**src/fraction_arith_reduce_top_assert.svh**
```systemverilog
// ----------------------------------------------------------------------------
// Fraction arithmetic assertion macros
// Concurrent checks used by the fraction reduction block; empty under SYNTH.
// ----------------------------------------------------------------------------
`ifndef FRACTION_ARITH_REDUCE_TOP_ASSERT_SVH
`define FRACTION_ARITH_REDUCE_TOP_ASSERT_SVH

`ifndef SYNTH
// property must hold at every clock edge out of reset
`define FRA_ASSERT(lbl, clk, rst_n, prop) \
    lbl: assert property (@(posedge clk) disable iff (!rst_n) (prop)) \
        else $error("fra: check failed");
// expression must never be true out of reset
`define FRA_NEVER(lbl, clk, rst_n, expr) \
    lbl: assert property (@(posedge clk) disable iff (!rst_n) !(expr)) \
        else $error("fra: forbidden condition");
`else
`define FRA_ASSERT(lbl, clk, rst_n, prop)
`define FRA_NEVER(lbl, clk, rst_n, expr)
`endif

`endif

```
**src/fra_pkg.sv**
```systemverilog
// ----------------------------------------------------------------------------
// Fraction arithmetic package
// Widths, operation codes, queue entry and back-end state types.
// ----------------------------------------------------------------------------
`default_nettype none

package fra_pkg;

    localparam int OPW    = 16;        // operand width
    localparam int PW     = 2 * OPW;   // product width
    localparam int NW     = PW + 1;    // raw numerator width
    localparam int DW     = PW;        // raw denominator width
    localparam int CW     = 6;         // step and shift counter width
    localparam int IN_TW  = 72;
    localparam int OUT_TW = 72;

    typedef enum logic [1:0] {
        OP_ADD = 2'd0,
        OP_SUB = 2'd1,
        OP_MUL = 2'd2,
        OP_DIV = 2'd3
    } op_t;

    typedef struct packed {
        logic signed [NW-1:0] num;
        logic signed [DW-1:0] den;
        logic                 err;
    } raw_t;

    typedef struct packed {
        logic full;
        logic empty;
    } q_stat_t;

    typedef enum logic [2:0] {
        B_IDLE,
        B_EVEN,
        B_AODD,
        B_LOOP,
        B_DIV,
        B_DONE
    } back_state_t;

    typedef struct packed {
        logic pop;
        logic out_load;
    } back_ctl_t;

endpackage

`default_nettype wire

```
**src/fra_front.sv**
```systemverilog
// ----------------------------------------------------------------------------
// Fraction arithmetic front end
// Accepts beats, forms cross products, builds the raw fraction and flags zero
// denominators before queueing.
// ----------------------------------------------------------------------------
`default_nettype none

module fra_front (
    input  wire logic                       aclk,
    input  wire logic                       aresetn,
    input  wire logic                       s_tvalid,
    output logic                            s_tready,
    input  wire logic [fra_pkg::IN_TW-1:0]  s_tdata,
    input  wire fra_pkg::q_stat_t           q_stat,
    output logic                            push,
    output fra_pkg::raw_t                   push_data
);
    import fra_pkg::*;

    logic signed [OPW-1:0] a_num, a_den, b_num, b_den;
    op_t                   kind;
    logic                  accept;

    logic                  p_valid_reg, p_valid_next;
    op_t                   kind_reg;
    logic signed [PW-1:0]  andb_reg, adbn_reg, anbn_reg, adbd_reg;

    logic signed [NW-1:0]  x_andb, x_adbn;

    assign kind  = op_t'(s_tdata[1:0]);
    assign a_num = signed'(s_tdata[17:2]);
    assign a_den = signed'(s_tdata[33:18]);
    assign b_num = signed'(s_tdata[49:34]);
    assign b_den = signed'(s_tdata[65:50]);

    assign push     = p_valid_reg && !q_stat.full;
    assign s_tready = !p_valid_reg || !q_stat.full;
    assign accept   = s_tvalid && s_tready;

    always_comb begin
        p_valid_next = p_valid_reg;
        if (accept) begin
            p_valid_next = 1'b1;
        end else if (push) begin
            p_valid_next = 1'b0;
        end
    end

    always_ff @(posedge aclk) begin
        if (!aresetn) begin
            p_valid_reg <= 1'b0;
        end else begin
            p_valid_reg <= p_valid_next;
        end
    end

    always_ff @(posedge aclk) begin
        if (accept) begin
            kind_reg <= kind;
            andb_reg <= a_num * b_den;
            adbn_reg <= a_den * b_num;
            anbn_reg <= a_num * b_num;
            adbd_reg <= a_den * b_den;
        end
    end

    assign x_andb = {andb_reg[PW-1], andb_reg};
    assign x_adbn = {adbn_reg[PW-1], adbn_reg};

    always_comb begin
        unique case (kind_reg)
            OP_ADD: begin
                push_data.num = x_andb + x_adbn;
                push_data.den = adbd_reg;
            end
            OP_SUB: begin
                push_data.num = x_andb - x_adbn;
                push_data.den = adbd_reg;
            end
            OP_MUL: begin
                push_data.num = {anbn_reg[PW-1], anbn_reg};
                push_data.den = adbd_reg;
            end
            default: begin
                push_data.num = x_andb;
                push_data.den = adbn_reg;
            end
        endcase
        push_data.err = (push_data.den == '0);
    end

endmodule

`default_nettype wire

```
**src/fra_queue.sv**
```systemverilog
// ----------------------------------------------------------------------------
// Fraction arithmetic queue
// Two-entry show-ahead queue between front and back end.
// ----------------------------------------------------------------------------
`default_nettype none

`include "fraction_arith_reduce_top_assert.svh"

module fra_queue (
    input  wire logic           aclk,
    input  wire logic           aresetn,
    input  wire logic           push,
    input  wire fra_pkg::raw_t  push_data,
    input  wire logic           pop,
    output fra_pkg::raw_t       pop_data,
    output fra_pkg::q_stat_t    q_stat
);
    import fra_pkg::*;

    raw_t       mem_reg [2];
    logic       wr_ptr_reg, wr_ptr_next;
    logic       rd_ptr_reg, rd_ptr_next;
    logic [1:0] count_reg, count_next;

    assign q_stat.full  = (count_reg == 2'd2);
    assign q_stat.empty = (count_reg == 2'd0);
    assign pop_data     = mem_reg[rd_ptr_reg];

    always_comb begin
        wr_ptr_next = push ? ~wr_ptr_reg : wr_ptr_reg;
        rd_ptr_next = pop ? ~rd_ptr_reg : rd_ptr_reg;
        count_next  = count_reg + {1'b0, push} - {1'b0, pop};
    end

    always_ff @(posedge aclk) begin
        if (!aresetn) begin
            wr_ptr_reg <= 1'b0;
            rd_ptr_reg <= 1'b0;
            count_reg  <= 2'd0;
        end else begin
            wr_ptr_reg <= wr_ptr_next;
            rd_ptr_reg <= rd_ptr_next;
            count_reg  <= count_next;
        end
    end

    always_ff @(posedge aclk) begin
        if (push) begin
            mem_reg[wr_ptr_reg] <= push_data;
        end
    end

    `FRA_NEVER(a_no_overflow, aclk, aresetn, push && q_stat.full)
    `FRA_NEVER(a_no_underflow, aclk, aresetn, pop && q_stat.empty)
    `FRA_NEVER(a_count_range, aclk, aresetn, count_reg == 2'd3)

endmodule

`default_nettype wire

```
**src/fra_back.sv**
```systemverilog
// ----------------------------------------------------------------------------
// Fraction arithmetic back end
// Binary GCD of the magnitudes, two bit-serial exact divisions, output stage.
// ----------------------------------------------------------------------------
`default_nettype none

`include "fraction_arith_reduce_top_assert.svh"

module fra_back (
    input  wire logic                        aclk,
    input  wire logic                        aresetn,
    input  wire fra_pkg::q_stat_t            q_stat,
    input  wire fra_pkg::raw_t               pop_data,
    output logic                             pop,
    output logic                             m_tvalid,
    input  wire logic                        m_tready,
    output logic [fra_pkg::OUT_TW-1:0]       m_tdata,
    output logic [1:0]                       m_tuser
);
    import fra_pkg::*;

    back_state_t state_reg, state_next;
    back_ctl_t   ctl;
    logic        out_free;

    logic [NW-1:0]   a_reg, a_next, b_reg, b_next;
    logic [CW-1:0]   k_reg, k_next, cnt_reg, cnt_next;
    logic [NW-1:0]   g_reg, g_next;
    logic [NW-1:0]   qn_reg, qn_next, qd_reg, qd_next;
    logic [NW-1:0]   rn_reg, rn_next, rd_reg, rd_next;
    logic            sn_reg, sn_next, sd_reg, sd_next, err_reg, err_next;

    logic [NW-1:0]   mag_num, mag_den;
    logic [NW:0]     trn, trd;

    logic                  out_valid_reg, out_valid_next;
    logic signed [NW-1:0]  onum_reg;
    logic signed [DW-1:0]  oden_reg;
    logic                  oint_reg, oerr_reg;
    logic signed [NW-1:0]  fin_num;
    logic signed [DW-1:0]  fin_den;

    assign out_free = !out_valid_reg || m_tready;
    assign mag_num  = pop_data.num[NW-1] ? NW'(-pop_data.num) : NW'(pop_data.num);
    assign mag_den  = pop_data.den[DW-1] ? {1'b0, DW'(-pop_data.den)} : {1'b0, pop_data.den};
    assign trn      = {rn_reg, qn_reg[NW-1]};
    assign trd      = {rd_reg, qd_reg[NW-1]};

    // next state
    always_comb begin
        state_next = state_reg;
        unique case (state_reg)
            B_IDLE: begin
                if (!q_stat.empty) begin
                    if (pop_data.err) begin
                        state_next = B_DONE;
                    end else if (mag_num == '0) begin
                        state_next = B_DIV;
                    end else begin
                        state_next = B_EVEN;
                    end
                end
            end
            B_EVEN: if (a_reg[0] || b_reg[0]) state_next = B_AODD;
            B_AODD: if (a_reg[0]) state_next = B_LOOP;
            B_LOOP: if (b_reg == '0) state_next = B_DIV;
            B_DIV:  if (cnt_reg == CW'(NW - 1)) state_next = B_DONE;
            B_DONE: if (out_free) state_next = B_IDLE;
            default: state_next = B_IDLE;
        endcase
    end

    // control outputs
    always_comb begin
        ctl.pop      = (state_reg == B_IDLE) && !q_stat.empty;
        ctl.out_load = (state_reg == B_DONE) && out_free;
    end
    assign pop = ctl.pop;

    // datapath
    always_comb begin
        a_next   = a_reg;
        b_next   = b_reg;
        k_next   = k_reg;
        cnt_next = cnt_reg;
        g_next   = g_reg;
        qn_next  = qn_reg;
        qd_next  = qd_reg;
        rn_next  = rn_reg;
        rd_next  = rd_reg;
        sn_next  = sn_reg;
        sd_next  = sd_reg;
        err_next = err_reg;
        unique case (state_reg)
            B_IDLE: begin
                a_next   = mag_num;
                b_next   = mag_den;
                g_next   = mag_den;
                k_next   = '0;
                cnt_next = '0;
                qn_next  = mag_num;
                qd_next  = mag_den;
                rn_next  = '0;
                rd_next  = '0;
                sn_next  = pop_data.num[NW-1];
                sd_next  = pop_data.den[DW-1];
                err_next = pop_data.err;
            end
            B_EVEN: begin
                if (!a_reg[0] && !b_reg[0]) begin
                    a_next = a_reg >> 1;
                    b_next = b_reg >> 1;
                    k_next = k_reg + 1'b1;
                end
            end
            B_AODD: begin
                if (!a_reg[0]) begin
                    a_next = a_reg >> 1;
                end
            end
            B_LOOP: begin
                if (b_reg == '0) begin
                    g_next = a_reg << k_reg;
                end else if (!b_reg[0]) begin
                    b_next = b_reg >> 1;
                end else if (a_reg > b_reg) begin
                    a_next = b_reg;
                    b_next = a_reg - b_reg;
                end else begin
                    b_next = b_reg - a_reg;
                end
            end
            B_DIV: begin
                // restoring step, one quotient bit per cycle on each side
                if (trn >= {1'b0, g_reg}) begin
                    rn_next = NW'(trn - {1'b0, g_reg});
                    qn_next = {qn_reg[NW-2:0], 1'b1};
                end else begin
                    rn_next = trn[NW-1:0];
                    qn_next = {qn_reg[NW-2:0], 1'b0};
                end
                if (trd >= {1'b0, g_reg}) begin
                    rd_next = NW'(trd - {1'b0, g_reg});
                    qd_next = {qd_reg[NW-2:0], 1'b1};
                end else begin
                    rd_next = trd[NW-1:0];
                    qd_next = {qd_reg[NW-2:0], 1'b0};
                end
                cnt_next = cnt_reg + 1'b1;
            end
            default: begin
            end
        endcase
    end

    always_ff @(posedge aclk) begin
        if (!aresetn) begin
            state_reg     <= B_IDLE;
            out_valid_reg <= 1'b0;
        end else begin
            state_reg     <= state_next;
            out_valid_reg <= out_valid_next;
        end
    end

    always_ff @(posedge aclk) begin
        a_reg   <= a_next;
        b_reg   <= b_next;
        k_reg   <= k_next;
        cnt_reg <= cnt_next;
        g_reg   <= g_next;
        qn_reg  <= qn_next;
        qd_reg  <= qd_next;
        rn_reg  <= rn_next;
        rd_reg  <= rd_next;
        sn_reg  <= sn_next;
        sd_reg  <= sd_next;
        err_reg <= err_next;
    end

    // output stage
    assign fin_num = err_reg ? '0 : (sn_reg ? NW'(-qn_reg) : qn_reg);
    assign fin_den = err_reg ? '0 : (sd_reg ? DW'(-qd_reg[DW-1:0]) : qd_reg[DW-1:0]);

    always_comb begin
        out_valid_next = out_valid_reg;
        if (ctl.out_load) begin
            out_valid_next = 1'b1;
        end else if (m_tready) begin
            out_valid_next = 1'b0;
        end
    end

    always_ff @(posedge aclk) begin
        if (ctl.out_load) begin
            onum_reg <= fin_num;
            oden_reg <= fin_den;
            oint_reg <= (fin_den == DW'(1));
            oerr_reg <= err_reg;
        end
    end

    assign m_tvalid = out_valid_reg;
    assign m_tdata  = {{(OUT_TW - NW - DW){1'b0}}, oden_reg, onum_reg};
    assign m_tuser  = {oerr_reg, oint_reg};

    `FRA_ASSERT(a_err_zero, aclk, aresetn,
        (out_valid_reg && oerr_reg) |-> (onum_reg == '0 && oden_reg == '0 && !oint_reg))
    `FRA_NEVER(a_div_by_zero, aclk, aresetn, state_reg == B_DIV && g_reg == '0)
    `FRA_ASSERT(a_int_den, aclk, aresetn, (out_valid_reg && oint_reg) |-> (oden_reg == DW'(1)))

endmodule

`default_nettype wire

```
**src/fraction_arith_reduce_top.sv**
```systemverilog
// ----------------------------------------------------------------------------
// Fraction arithmetic with GCD reduction
// Adds, subtracts, multiplies or divides two signed fractions and reduces.
// ----------------------------------------------------------------------------
// One result beat per input beat, in order. The front end takes a beat,
// registers the cross products, forms the raw fraction from them and then
// queues it (two entries). The back end takes one item at a time: a binary
// GCD of the magnitudes (one shift or one compare-and-subtract per cycle)
// and then bit-serial exact division of both magnitudes by the GCD; an item
// with a zero raw denominator skips both. The denominator keeps its sign;
// error items return zeros.
`default_nettype none

module fraction_arith_reduce_top (
    input  wire logic        aclk,
    input  wire logic        aresetn,
    input  wire logic        s_tvalid,
    output logic             s_tready,
    // kind[1:0], a_num[17:2], a_den[33:18], b_num[49:34], b_den[65:50], zero pad
    input  wire logic [71:0] s_tdata,
    output logic             m_tvalid,
    input  wire logic        m_tready,
    // res_num[32:0], res_den[64:33], zero pad
    output logic [71:0]      m_tdata,
    // is_integer[0], error[1]
    output logic [1:0]       m_tuser
);
    import fra_pkg::*;

    logic    push, pop;
    raw_t    push_data, pop_data;
    q_stat_t q_stat;

    fra_front u_front (
        .aclk      (aclk),
        .aresetn   (aresetn),
        .s_tvalid  (s_tvalid),
        .s_tready  (s_tready),
        .s_tdata   (s_tdata),
        .q_stat    (q_stat),
        .push      (push),
        .push_data (push_data)
    );

    fra_queue u_queue (
        .aclk      (aclk),
        .aresetn   (aresetn),
        .push      (push),
        .push_data (push_data),
        .pop       (pop),
        .pop_data  (pop_data),
        .q_stat    (q_stat)
    );

    fra_back u_back (
        .aclk     (aclk),
        .aresetn  (aresetn),
        .q_stat   (q_stat),
        .pop_data (pop_data),
        .pop      (pop),
        .m_tvalid (m_tvalid),
        .m_tready (m_tready),
        .m_tdata  (m_tdata),
        .m_tuser  (m_tuser)
    );

endmodule

`default_nettype wire

```
**config.mk**
```make
export PLATFORM = sky130hd
export DESIGN_NAME = fraction_arith_reduce_top
export DESIGN_NICKNAME = d
export VERILOG_FILES = /design/src/fra_pkg.sv /design/src/fra_front.sv /design/src/fra_queue.sv /design/src/fra_back.sv /design/src/fraction_arith_reduce_top.sv
export VERILOG_INCLUDE_DIRS = /design/src /design/src/src
export SDC_FILE = /design/constraint.sdc
export NUM_CORES = 2
export LEC_CHECK = 0
export BUFFER_PORTS_ARGS = -buffer_cell sky130_fd_sc_hd__buf_4
export CORE_MARGIN = 2
export CORE_UTILIZATION = 35
export CTS_CLUSTER_SIZE = 14
export DETAILED_ROUTE_END_ITERATION = 16
export PLACE_DENSITY = 0.51
export SYNTH_ARGS = -nofsm -noshare
export SYNTH_HDL_FRONTEND = slang
export SYNTH_HIERARCHICAL = 1
export SYNTH_SLANG_ARGS = --single-unit
```
**constraint.sdc**
```tcl
create_clock -name aclk -period 8.4 [get_ports aclk]
set_input_delay 1.26 -clock aclk [delete_from_list [all_inputs] [get_ports aclk]]
set_output_delay 1.26 -clock aclk [all_outputs]
set_load 0.01 [all_outputs]
```
==> reports/qor.csv <==
stage,metric,value,unit
setup_path,reg2regPathDepth,16,
setup_path,crit_top_cell,fa_1,
sta,final.setup_skew,0.05680,ns
global_routing,grt.overflow.total,0,
setup_path,path_max_fanout,13,
layout,multiInputGateArea,0.05293,sq mm
sta,worst_pin_slew,1.267,ns
clock_network,htree_levels,3,
setup_path,path_cells,buf_4 > inv_1 > buf_4 > buf_4 > nor2_1 > fa_1 > fa_1 > fa_1 > fa_1 > fa_1 > inv_1 > fa_1 > inv_1 > ha_1 > nand4_1 > or3_1 > a21boi_0 > a21o_1 > o41a_1 > xor2_1,
drt,firstDrtPassIters,7,
setup_path,worst_setup_path_start_kind,input pin,
place,pre_cts_ws,0.3844,ns
setup_path,cp_slowest_cell,a21boi_0,
yosys,ys.flop_type,edfxtp_1,
floorplanning,die_h,472.4,um
setup_path,worstSetupEndpointType,flip-flop,
global_routing,grt_max_degree,75,
yosys,yosys_warnings,6,
yosys,syn-cell-area,0.07678,sq mm
clock_network,clock_path_buffers,3,
floorplanning,start_util,35.29,%
yosys,async_reset_ff_share,0,%
sta,setup_slack,1.036,ns
sta,hold_viol,0,
sta,setup_viol,0,
place,post-dp-hpwl,177000,um
setup_path,worstPathArrival,7.88,ns
setup_path,worst_ep_required_time,8.91,ns
place,portBuffers,138,
drt,drt-total-wl,225700,um
yosys,synth.distinct_cells,91,
clock_network,cts_buffers,76,
floorplanning,die-area,0.2231,sq mm
hold_path,min_to,u_front/p_valid_reg,
clock_network,clock-sinks,585,
hold_path,hp-class,flip-flop to flip-flop,
place,gp_congestion,0.8994,
clock_network,clk_pin_slew,0.06,ns
layout,syn2layout_area_growth,8.218,%
yosys,synthCells,7994,
global_routing,antenna_found_initial,4,
layout,nNetsFinal,9542,
sta,max-slew-margin-rel,13.36,%
floorplanning,coreArea,0.2176,sq mm
clock_network,post-cts-setup-buffers,0,
hold_path,whs_path_depth,2,
clock_network,clock-root-buffer,clkbuf_16,
sta,grt_setup_unrepaired,no,
global_routing,track_usage,20.14,%
drt,drt_iter0_drc,4149,
setup_path,critPathKind,input pin to flip-flop,
yosys,ys_seq_area_share,22.75,%
yosys,synth_area_per_cell,9.605,sq um
floorplanning,io_pins,152,
clock_network,cts_tree,done,
sta,fmax,135.8,MHz
drt,antenna_left,0,
layout,fillCellCount,21719,
setup_path,reg2reg_from,u_front/adbn_reg[4],
clock_network,cts_hold_buf,0,
drt,wl_per_cell,20.85,um
yosys,synth_edf_count,575,
sta,final.setup.tns,0,ns
drt,drc,0,
place,place_area,0.08061,sq mm
layout,largest_reg_flops,132,
hold_path,hold_start,u_front/p_valid_reg,
setup_path,crit_path_max_incr_delay,0.57,ns
sta,post-route-period-util,87.67,%
sta,report.final.slew_viol_count,0,
drt,vias_per_cell,5.222,
clock_network,ctsResizeCount,0,
floorplanning,fp.dieW,472.4,um
yosys,synth-seq-cells,585,
drt,num_vias,56536,
global_routing,grt_pass1_wl,349100,um
setup_path,ff2ff_setup_slack,1.80,ns
flow_run,maxCapViolCount,0,
global_routing,grt_pass1_vias,57966,
setup_path,worstReg2RegEnd,u_queue/mem_reg[1][64],
sta,whs,0.5203,ns
setup_path,crit_path_start,s_tdata[49],
status,outcome,"complete, no violations",
layout,drive_above_1_share,6.738,%
layout,stdcell_area,0.08309,sq mm
clock_network,clock_latency,0.71,ns
layout,regArea,0.01747,sq mm
floorplanning,rows,171,
sta,fin_crit,7.364,ns
==> cell usage in the layout (no fill, tap or decap), types with 43 or more instances in the layout <==
cell       instances
nand3_1           60
clkbuf_16         76
xnor2_1          202
o21ai_0          293
buf_4            217
edfxtp_1         575
inv_1           1327
nor3_1            76
mux2i_1          100
xor2_1           177
nor2_1           464
nor4_1            45
nand2_1          748
and2_1           522
ha_1             503
a21o_1            98
fa_1            1053
o31ai_1           59
a211oi_1          58
mux2_2            77
nand2b_1          66
o21bai_1          43
a31oi_1           47
a21oi_1          356
==> synthesized netlist by cell type, drive strengths merged, types with 37 or more instances <==
library cell | n | area [sq um]
a211oi | 59 | 447.9
a21o | 100 | 750.7
a21oi | 358 | 1792
a31oi | 48 | 300.3
and2 | 525 | 3284
and3 | 37 | 231.5
buf | 40 | 251.5
clkbuf | 346 | 1299
edfxtp | 575 | 17270
fa | 1053 | 21080
ha | 503 | 6294
inv | 1327 | 4981
mux2 | 117 | 1468
mux2i | 100 | 1001
nand2 | 749 | 2811
nand2b | 66 | 412.9
nand3 | 60 | 300.3
nor2 | 470 | 1764
nor2b | 39 | 244.0
nor3 | 77 | 385.4
nor4 | 47 | 294.0
o21a | 40 | 300.3
o21ai | 295 | 1476
o21bai | 43 | 322.8
o31ai | 60 | 464.2
or3 | 38 | 242.7
xnor2 | 202 | 1769
xor2 | 177 | 1550
==> critical path, delay by kind of cell <==
| kind | cells | cell delay, ns |
|---|---|---|
| AND/OR/NAND/NOR | 3 | 0.78 |
| adder cells (fa/ha/maj) | 7 | 3.26 |
| buffers and inverters | 6 | 1.39 |
| XOR/XNOR | 1 | 0.20 |
| AO/OA/AOI/OAI | 3 | 0.97 |
==> cells by family (layout without fill, tap and decap cells) <==
logic type	after synthesis	after routing	share of synthesized area, %
flip-flops	585	585	22.75
AO/OA/AOI/OAI	1284	1284	10.74
adder cells (fa/ha/maj)	1556	1556	35.65
XOR/XNOR	380	380	4.353
buffers and inverters	1715	1685	8.516
other	1	9	0.004884
multiplexers	235	235	3.743
AND/OR/NAND/NOR	2238	2238	14.24
==> per-layer routing <==
layer	share of wire, %	GRT usage [%]	wire length (um)	vias to the layer above
li1	-	-	-	26009
met1	44	26.92	98450	28818
met2	49	34.41	110100	1423
met3	4.3	1.955	9758	282
met4	3.2	6.118	7322	4
met5	0.014	0	31	-
==> area by class of cell <==
type	instances	area share (%)
antenna	2	0.006023
sequential	585	21.03
tap	2854	4.298
clock inverter	48	0.6294
multi-input combinational	5700	63.70
timing repair buffer	218	1.985
inverter	1329	6.004
clock buffer	90	2.352
==> stage by stage <==
step                instances  utilization (%)
floorplan                8000                -
global placement        10686            37.05
detailed placement      10686            37.05
CTS                     10824            38.18
global route            10824            38.18
finish                  10826            38.19
==> worst max path at each step <==
stage                     slack [ns]                    to  depth (start not counted)
after floorplan                 1.30  u_front/adbn_reg[24]                         23
after global placement          0.48  u_front/anbn_reg[28]                         20
after detailed placement        0.38  u_front/anbn_reg[28]                         20
after CTS                       1.14  u_front/anbn_reg[28]                         20
after global routing            0.82  u_front/anbn_reg[28]                         20
final                           1.04  u_front/anbn_reg[28]                         20
Power is not shown: default switching activity piles up to over one toggle a cycle in this logic, so the estimate is an artifact.
